===== src/hdl/sefr_pkg.sv =====
// Shared types and character constants for the STX/ETX byte-stuffing framer.
`timescale 1ns / 1ps

package sefr_pkg;

  // Framing characters (ASCII).
  localparam logic [7:0] CH_S = 8'h53;
  localparam logic [7:0] CH_T = 8'h54;
  localparam logic [7:0] CH_X = 8'h58;
  localparam logic [7:0] CH_E = 8'h45;

  // Room for the run of line bytes one input beat can cause. The bound counts
  // a start sequence, three escaped payload bytes and the end sequence. A real
  // run never exceeds nine bytes: three escaped bytes flushed with the end
  // sequence.
  localparam int RUN_MAX   = 12;
  localparam int RUN_CNT_W = $clog2(RUN_MAX + 1);

  typedef struct packed {
    logic [7:0] payload_byte;
    logic       frame_last;
  } in_beat_t;

  typedef struct packed {
    logic [7:0] line_byte;
    logic       run_last;
    logic       frame_done;
  } out_beat_t;

  // Lookahead window and framing state.
  typedef struct packed {
    logic [7:0] byte0;
    logic [7:0] byte1;
    logic [1:0] count;
    logic       inside_frame;
  } window_t;

  // Run of line bytes caused by one input beat, oldest in slot 0.
  typedef struct packed {
    logic [RUN_MAX-1:0][7:0]  bytes;
    logic [RUN_MAX-1:0]       done;
    logic [RUN_CNT_W-1:0]     count;
  } run_t;

endpackage


===== src/hdl/sefr_run_build.sv =====
// Builds the run of stuffed line bytes for one payload beat and the next window state.
`timescale 1ns / 1ps

module sefr_run_build import sefr_pkg::*; (
  input  in_beat_t beat,
  input  window_t  win,
  output run_t     run,
  output window_t  win_next
);

  logic [7:0]           b;
  logic [1:0]           held;
  logic [RUN_CNT_W-1:0] pos;
  logic [2:0][7:0]      fb;
  logic [1:0]           len;
  logic [2:0]           fb_stx;
  logic                 esc;

  assign b    = beat.payload_byte;
  assign held = (win.count == 2'd3) ? 2'd2 : win.count;

  // Bytes flushed on the last beat: held bytes followed by the new one.
  assign fb[0] = (held != 2'd0) ? win.byte0 : b;
  assign fb[1] = (held == 2'd2) ? win.byte1 : b;
  assign fb[2] = b;
  assign len   = held + 2'd1;

  // Only the first flushed byte can have two more bytes behind it.
  assign fb_stx[0] = (len == 2'd3) && (fb[1] == CH_T) && (fb[2] == CH_X);
  assign fb_stx[1] = 1'b0;
  assign fb_stx[2] = 1'b0;

  always_comb begin
    run      = '0;
    pos      = '0;
    win_next = win;
    esc      = 1'b0;

    if (!win.inside_frame) begin
      run.bytes[pos] = CH_S; pos = pos + RUN_CNT_W'(1);
      run.bytes[pos] = CH_T; pos = pos + RUN_CNT_W'(1);
      run.bytes[pos] = CH_X; pos = pos + RUN_CNT_W'(1);
      win_next.inside_frame = 1'b1;
    end

    if (!beat.frame_last) begin
      if (held == 2'd0) begin
        win_next.byte0 = b;
        win_next.count = 2'd1;
      end else if (held == 2'd1) begin
        win_next.byte1 = b;
        win_next.count = 2'd2;
      end else begin
        esc = (win.byte0 == CH_E) ||
              ((win.byte0 == CH_S) && (win.byte1 == CH_T) && (b == CH_X));
        if (esc) begin
          run.bytes[pos] = CH_E; pos = pos + RUN_CNT_W'(1);
        end
        run.bytes[pos] = win.byte0; pos = pos + RUN_CNT_W'(1);
        win_next.byte0 = win.byte1;
        win_next.byte1 = b;
        win_next.count = 2'd2;
      end
    end else begin
      for (int k = 0; k < 3; k++) begin
        if (k < int'(len)) begin
          if ((fb[k] == CH_E) || ((fb[k] == CH_S) && fb_stx[k])) begin
            run.bytes[pos] = CH_E; pos = pos + RUN_CNT_W'(1);
          end
          run.bytes[pos] = fb[k]; pos = pos + RUN_CNT_W'(1);
        end
      end
      run.bytes[pos] = CH_E; pos = pos + RUN_CNT_W'(1);
      run.bytes[pos] = CH_T; pos = pos + RUN_CNT_W'(1);
      run.bytes[pos] = CH_X;
      run.done[pos]  = 1'b1;
      pos = pos + RUN_CNT_W'(1);
      win_next = '0;
    end

    run.count = pos;
  end

endmodule


===== src/hdl/stx_etx_byte_stuffing_framer_top.sv =====
// Top level of the STX/ETX byte-stuffing framer: input register, run buffer and line output.
`timescale 1ns / 1ps

// This block frames payload bytes for a serial line. The first byte of a
// frame is preceded by S,T,X; an escape E is inserted before every payload E
// and before any payload S that starts S,T,X within the frame; the beat
// marked frame_last flushes the two-byte lookahead window and is followed by
// E,T,X, with frame_done high on that final X. Each accepted item beat is
// held in an input register; once the run buffer is free the stuffing logic
// turns it into a run of zero to nine line bytes, which is loaded into the run
// buffer and shifted out one beat per cycle while result_ready is high,
// run_last marking the final beat of the run. The line side therefore sets
// the rate: an item waits until the run before it has drained, so plain
// payload streams at one item per cycle while result_ready stays high. The
// input register lets the next item be taken while the current run still
// drains, and a new run loads in the same cycle that the last beat of the
// previous one is taken. Reset is synchronous on rst and leaves the block
// awaiting a frame start with an empty window.
module stx_etx_byte_stuffing_framer_top import sefr_pkg::*; (
  input  logic      clk,
  input  logic      rst,
  input  logic      item_valid,
  output logic      item_ready,
  input  in_beat_t  item,
  output logic      result_valid,
  input  logic      result_ready,
  output out_beat_t result
);

  // Input register.
  logic     hold_valid;
  in_beat_t hold;

  // Window state and the run buffer being sent.
  window_t win;
  window_t win_next;
  run_t    run;
  run_t    run_new;

  logic run_take;
  logic run_free;
  logic hold_move;

  sefr_run_build u_run_build (
    .beat     (hold),
    .win      (win),
    .run      (run_new),
    .win_next (win_next)
  );

  assign result_valid = (run.count != '0);
  assign run_take     = result_valid && result_ready;

  // The run buffer can take a new run when it is empty or its last beat
  // leaves this cycle.
  assign run_free   = (run.count == '0) ||
                      ((run.count == RUN_CNT_W'(1)) && result_ready);
  assign hold_move  = hold_valid && run_free;
  assign item_ready = !hold_valid || hold_move;

  assign result.line_byte  = run.bytes[0];
  assign result.run_last   = (run.count == RUN_CNT_W'(1));
  assign result.frame_done = run.done[0];

  always_ff @(posedge clk) begin
    if (rst) begin
      hold_valid <= 1'b0;
      win        <= '0;
      run.count  <= '0;
    end else begin
      if (item_valid && item_ready) begin
        hold_valid <= 1'b1;
        hold       <= item;
      end else if (hold_move) begin
        hold_valid <= 1'b0;
      end

      if (hold_move) begin
        win <= win_next;
        run <= run_new;
      end else if (run_take) begin
        run.bytes <= run.bytes >> 8;
        run.done  <= run.done >> 1;
        run.count <= run.count - RUN_CNT_W'(1);
      end
    end
  end

`ifndef ASSERT_OFF
  // The run buffer never holds more than the longest possible run.
  assert property (@(posedge clk) disable iff (rst)
    run.count <= RUN_CNT_W'(RUN_MAX))
    else $error("run buffer count exceeds maximum run length");

  // The window never claims three held bytes.
  assert property (@(posedge clk) disable iff (rst)
    win.count != 2'd3)
    else $error("lookahead window count out of range");

  // A frame_done beat only ends a run.
  assert property (@(posedge clk) disable iff (rst)
    result_valid && result.frame_done |-> result.run_last)
    else $error("frame_done on a beat that is not the end of its run");

  // When the end sequence leaves, the window has already been cleared.
  assert property (@(posedge clk) disable iff (rst)
    run_take && result.frame_done |-> !win.inside_frame && (win.count == 2'd0))
    else $error("window not cleared at frame end");

  // A run does not stop before its last beat.
  assert property (@(posedge clk) disable iff (rst)
    run_take && !result.run_last |=> result_valid)
    else $error("run ended early");
`endif

endmodule

===== config.mk =====
export PLATFORM = sky130hd
export DESIGN_NAME = stx_etx_byte_stuffing_framer_top
export DESIGN_NICKNAME = d
export VERILOG_FILES = /design/src/hdl/sefr_pkg.sv /design/src/hdl/sefr_run_build.sv /design/src/hdl/stx_etx_byte_stuffing_framer_top.sv
export SDC_FILE = /design/constraint.sdc
export NUM_CORES = 1
export LEC_CHECK = 0
export BUFFER_PORTS_ARGS = -buffer_cell sky130_fd_sc_hd__clkbuf_2
export CAP_MARGIN = 20
export CORE_MARGIN = 10
export CORE_UTILIZATION = 40
export DETAILED_ROUTE_END_ITERATION = 10
export MAX_ROUTING_LAYER = met4
export PLACE_DENSITY = 0.6
export RECOVER_POWER = 50
export SLEW_MARGIN = 20
export SYNTH_ARGS = -nofsm -noshare
export SYNTH_HDL_FRONTEND = slang
export SYNTH_HIERARCHICAL = 1
export SYNTH_SLANG_ARGS = --single-unit

===== constraint.sdc =====
create_clock -name clk -period 10.9 [get_ports clk]
set_clock_uncertainty 0.2 [all_clocks]
set_input_delay 2.18 -clock clk [delete_from_list [all_inputs] [get_ports clk]]
set_output_delay 2.18 -clock clk [all_outputs]
set_load 0.02 [all_outputs]

# After elaboration in Yosys (flattened, before gate mapping)
# Index checks and enable logic that the tools add are counted.
# word_totals
latch_bits	0
word_cells	211
ramBits	0
output_inout_bits	12
reg_bits	141
memories	0
rom_bits	0
# op_classes
add_sub_neg	12
n_bitwise	19
n_lt_le_gt_ge	23
n_mul	0
div_mod_pow	0
eq_ne	16
n_reduce_logical	34
mux	86
n_shift	0
# ops
op	count
96-bit 2-to-1 mux	22
96-bit bitwise mux	4
60-bit NOT	6
8-bit demux with 4-bit select	10
60-bit bitwise AND	5
112-bit 2-to-1 mux	2
36-bit OR	5
8-bit 2-to-1 mux	15
4-bit 2-to-1 mux	22
8-bit by 7-bit equality test with 1-bit output (second input constant)	9
14-bit by 60-bit bitwise AND with 60-bit output	1
4-bit by 5-bit less-than comparator with 1-bit output (second input constant)	9
4-bit by 1-bit adder with 4-bit output (second input constant)	9
4-bit by 1-bit >= comparator with 1-bit output (second input constant)	9
9-bit by 36-bit OR with 36-bit output	1
23-bit 2-to-1 mux	1
1-bit logical AND	19
18-bit 2-to-1 mux	1
12-bit 2-to-1 mux	1
2-bit AND reduction	4
2-bit equality test (second input constant)	3
2-bit 2-to-1 mux	3
2-bit nonzero test	3
2-bit by 5-bit less-than comparator with 1-bit output (second input constant)	1
other kinds (18)	25

# Longest topological paths before layout
# logic_depth
word_depth	39
ltp_mapped	35
depth_no_buf	29

# By module
# Netlist, hierarchy kept.
# by_module_without_submodules
module	instances	cells_each	area_each_um2
sefr_run_build	1	1083	7003.0
stx_etx_byte_stuffing_framer_top	1	581	5920.7

# Least setup slack after synthesis
# OpenSTA, ideal clock, no wires.
# synth_path
path_type	reg-to-reg
startpoint	reg win[2] (netlist name)
endpoint	reg run[31] (netlist bit), data pin
path_stages_with_launch	34
arrival_ns	7.801
setup_time_ns	0.252
setup_slack_ns	2.646
path_buffers	9
period_less_slack_ns	8.254
t_required_ns	10.448
cell_sequence	dfxtp_1 buf_1 clkbuf_1 buf_1 clkbuf_1 clkbuf_1 a31oi_1 nor4_1 ha_1 clkbuf_1 buf_1 clkbuf_1 clkbuf_1 ha_1 nand2_1 o21ai_0 ha_1 o21ai_0 a21boi_2 ha_1 nor2_1 a21oi_1 ha_1 mux2_2 ha_1 xnor2_1 xnor3_1 xnor2_1 a31oi_1 nand3_2 o211a_2 a32o_1 nand2_1 nand2_1
# synth_lines
element	line	text
end signal: assignment	stx_etx_byte_stuffing_framer_top.sv:80	run <= run_new;
end: declaration	stx_etx_byte_stuffing_framer_top.sv:37	run_t run;

==> impl_metrics.tcl <==
set metrics [dict create \
    post_synth_mux_area_share 0.0242 \
    max_clock_freq_ghz 0.105 \
    run_status "finished with violations" \
    synth_xor_xnor_area_share 0.0263 \
    worst_hold_startpoint "win[0]$_SDFFE_PP0N_" \
    dr.first_iter.drc_count 1661 \
    total_die_area_um2 39900 \
    total_number_of_vias 13200 \
    r2r_slack_ns 1.35 \
    port_buffers 24 \
    worst_r2r_startpoint "win[1]$_SDFFE_PP0N_" \
    netlist_instances 1664 \
    ir_drop_uv 201 \
    hold_viol 0 \
    cts_max_level 4 \
    drc 0 \
    antenna_left 0 \
    worstSkewPairLatency_ns 0.44 \
    number_of_global_route_vias_before_repair 12200 \
    core-area_um2 31700 \
    finalSetupViolCount 0 \
    wl_met1_um 23800 \
    regToRegEndpoint "run[33]$_DFFE_PP_" \
    layout.nets 1667 \
    firstDrtPassIters 6 \
    grt_use_total 0.287 \
    crit_path_start_kind "register" \
    hold_path_class "reg -> reg" \
    io_pins 25 \
    hold_depth 2 \
    final.min_clock_period_ns 9.55 \
    worst_ep_required_time_ns 10.90 \
    postSynthAreaPerCell_um2 7.77 \
    report.final.slew_viol_count 176 \
    hpwlAfterDp_um 42000 \
    timing.hold.worst_endpoint "win[0]$_SDFFE_PP0N_" \
    yosys.area.top_type "sky130_fd_sc_hd__edfxtp_1" \
    syn_area_um2 12900 \
    route.met2.wl_um 25200 \
    setup.worst_path.end_class "register" \
    post_cts_resized 0 \
    dr.max_layer_used "met4" \
    global_route_wire_length_before_repair_um 82100 \
    ys_async_sr_fraction 0 \
    post_cts_hold_buffer_count 0 \
    failed_checks "max-capacitance violations, max-slew violations" \
    slew_headroom -0.926 \
    cap_viol_max_count 3 \
    max_slew.worst_pin.slew_ns 2.89 \
    grt_antenna_before_repair 1 \
    synth-edff-count 117 \
    wire_per_inst_um 27.5 \
    cts_buffer_depth 2 \
    clk_pin_slew_ns 0.06 \
    compound_cell_area_share_of_the_yosys_netlist 0.273 \
    post_synth_num_cell_types 111 \
    grt_start_max_net_pins 84 \
    globalplace.congestion 1.07 \
    main_synth_ff_type "sky130_fd_sc_hd__edfxtp_1" \
    floorplan.initialDensity 0.407 \
    synth.cells.most_frequent "458 x sky130_fd_sc_hd__nand2_1, 117 x sky130_fd_sc_hd__edfxtp_1, 113 x sky130_fd_sc_hd__a21oi_1" \
    met3_wire_len_um 4580 \
    setup_tns_ns 0 \
    fill_cells 3292 \
    cts.sinks 141 \
    post_route_cells_drive_above_1_share 0.0885 \
    cp.arrival_ns 9.55 \
    fin_crit_sh 0.876 \
    die_h_um 200 \
    synth.yosys.warnings 6 \
    cts_tree "done" \
    synth_largest_type_area_fraction 0.272 \
    rows 65 \
    drt_wl_total_um 56000 \
    post_cts_buffers 0 \
    via_to_cell_ratio 6.49 \
    cts_made_buffers 17 \
    combinational_family_with_the_most_area_after_synthesis "simple AND/OR/NAND/NOR gates" \
    synth-seq-cells 141 \
    rsz0062_at_grt "no" \
    grt-ovfl-total 0 \
    clock-root-buffer "sky130_fd_sc_hd__clkbuf_16" \
    ws_path_type "reg -> reg" \
    synth_adder_area_share 0.0358 \
    yosysMostFrequentCell "sky130_fd_sc_hd__nand2_1" \
    die_width_um 200 \
    crit_fanout 17 \
    leakage_nw 5.15 \
    power_density_nw_per_um2 184 \
    layout-area-overhead-vs-synth_pct 6.68 \
    post_synth_main_area_contributors "sky130_fd_sc_hd__edfxtp_1 27%, sky130_fd_sc_hd__nand2_1 13%, sky130_fd_sc_hd__a21oi_1 4.4%" \
    syn-num-nets 1714 \
    synth_simple_gate_area_share 0.275 \
    yosysSeqAreaShare 0.309 \
    reg2regPathDepth 27 \
    finalPower_mw 2.54 \
]
sequential cells by signal, indices dropped and copies added, names as in the netlist:
name        flops
result          9
hold_valid      1
win            19
hold            9
run           103
worst max-delay path, stage by stage, from the launching register on:
cell and delay [ns]:
sky130_fd_sc_hd__dfxtp_1 0.51, sky130_fd_sc_hd__nor2_2 0.76, sky130_fd_sc_hd__mux2i_1 0.78, sky130_fd_sc_hd__nand3b_1 0.16, sky130_fd_sc_hd__nor4_1 0.66, sky130_fd_sc_hd__ha_1 0.52, sky130_fd_sc_hd__inv_1 0.27, sky130_fd_sc_hd__ha_1 0.42
sky130_fd_sc_hd__nand2_1 0.07, sky130_fd_sc_hd__o21ai_0 0.15, sky130_fd_sc_hd__ha_1 0.36, sky130_fd_sc_hd__o21ai_0 0.07, sky130_fd_sc_hd__a21boi_2 0.36, sky130_fd_sc_hd__ha_1 0.26, sky130_fd_sc_hd__nor2_1 0.06, sky130_fd_sc_hd__a21oi_1 0.23
sky130_fd_sc_hd__ha_1 0.36, sky130_fd_sc_hd__nand2_1 0.19, sky130_fd_sc_hd__mux2i_1 0.48, sky130_fd_sc_hd__xnor2_1 0.18, sky130_fd_sc_hd__xnor3_1 0.65, sky130_fd_sc_hd__xnor2_1 0.29, sky130_fd_sc_hd__a31o_2 0.32, sky130_fd_sc_hd__o41ai_4 0.47
sky130_fd_sc_hd__nor2_1 0.17, sky130_fd_sc_hd__a22o_1 0.21, sky130_fd_sc_hd__nand2_1 0.05, sky130_fd_sc_hd__nand2_1 0.06
cell type report:
cell class / instances / area [um^2] / area share
Timing Repair Buffer: 62 / 382 / 0.0277
Clock buffer: 19 / 433 / 0.0314
Tap cell: 402 / 503 / 0.0365
Inverter: 34 / 129 / 0.00935
Multi-Input combinational cell: 1361 / 8200 / 0.595
Antenna cell: 1 / 2.50 / 0.000182
Sequential cell: 141 / 4000 / 0.290
Clock inverter: 11 / 144 / 0.0104
cells in the final DEF, fill, tap and decap left out, types with 23 or more instances in the layout:
cell type,count
sky130_fd_sc_hd__and2_1,24
sky130_fd_sc_hd__ha_1,37
sky130_fd_sc_hd__a22o_1,28
sky130_fd_sc_hd__dfxtp_1,23
sky130_fd_sc_hd__nand2_1,458
sky130_fd_sc_hd__nor2_1,95
sky130_fd_sc_hd__buf_4,36
sky130_fd_sc_hd__nor3_1,23
sky130_fd_sc_hd__nand3_1,47
sky130_fd_sc_hd__o21ai_0,50
sky130_fd_sc_hd__a21oi_1,113
sky130_fd_sc_hd__inv_1,33
sky130_fd_sc_hd__o22ai_1,64
sky130_fd_sc_hd__edfxtp_1,117
sky130_fd_sc_hd__a22oi_1,30
how the worst max path moves through the flow:
stage / from / endpoint / slack, ns / cells past startpoint
6_report: win[1]$_SDFFE_PP0N_ / run[33]$_DFFE_PP_ / 1.35 / 27
4_1_cts: win[1]$_SDFFE_PP0N_ / run[33]$_DFFE_PP_ / 1.71 / 27
5_1_grt: win[1]$_SDFFE_PP0N_ / result[5]$_DFFE_PP_ / 0.81 / 27
3_3_place_gp: win[1]$_SDFFE_PP0N_ / run[39]$_DFFE_PP_ / 2.06 / 27
2_1_floorplan: win[2]$_SDFFE_PP0N_ / run[31]$_DFFE_PP_ / 2.65 / 33
3_5_place_dp: win[1]$_SDFFE_PP0N_ / run[33]$_DFFE_PP_ / 1.73 / 27
kinds of logic after synthesis:
| family | Yosys count |
|---|---|
| AOI/OAI and AO/OA | 495 |
| DFF | 141 |
| buffers and inverters | 162 |
| adders and majority gates | 37 |
| and+or+nand+nor | 776 |
| muxes | 29 |
| xor gates and xnor gates | 24 |
where the power goes:
| group | internal, mW | switching [mW] | total (mW) |
|---|---|---|---|
| sequential | 0.777 | 0.0454 | 0.823 |
| clock | 0.356 | 0.231 | 0.586 |
| combinational | 0.340 | 0.789 | 1.13 |
| total | 1.47 | 1.07 | 2.54 |
through the flow:
| stage | instances | instance area (um^2) | hold WS, ns | util | setup WS (ns) |
|---|---|---|---|---|---|
| 3_3_place_gp | 2000 | 13200 | 0.243 | 0.418 | 2.06 |
| 6_report | 2031 | 13800 | 0.265 | 0.435 | 1.35 |
| 5_1_grt | 2030 | 13800 | 0.280 | 0.435 | 0.806 |
| 3_5_place_dp | 2000 | 13200 | 0.254 | 0.418 | 1.73 |
| 4_1_cts | 2030 | 13800 | 0.262 | 0.436 | 1.71 |
| 2_1_floorplan | 1664 | 12900 | 0.235 | - | 2.65 |
per-layer routing:
metal / track usage / up-vias
met3: 0.0517 / 110
met5: - / -
li1: - / 5999
met1: 0.368 / 6430
met4: 0.128 / 0
met2: 0.433 / 642
(Power assumes the default switching activity.)
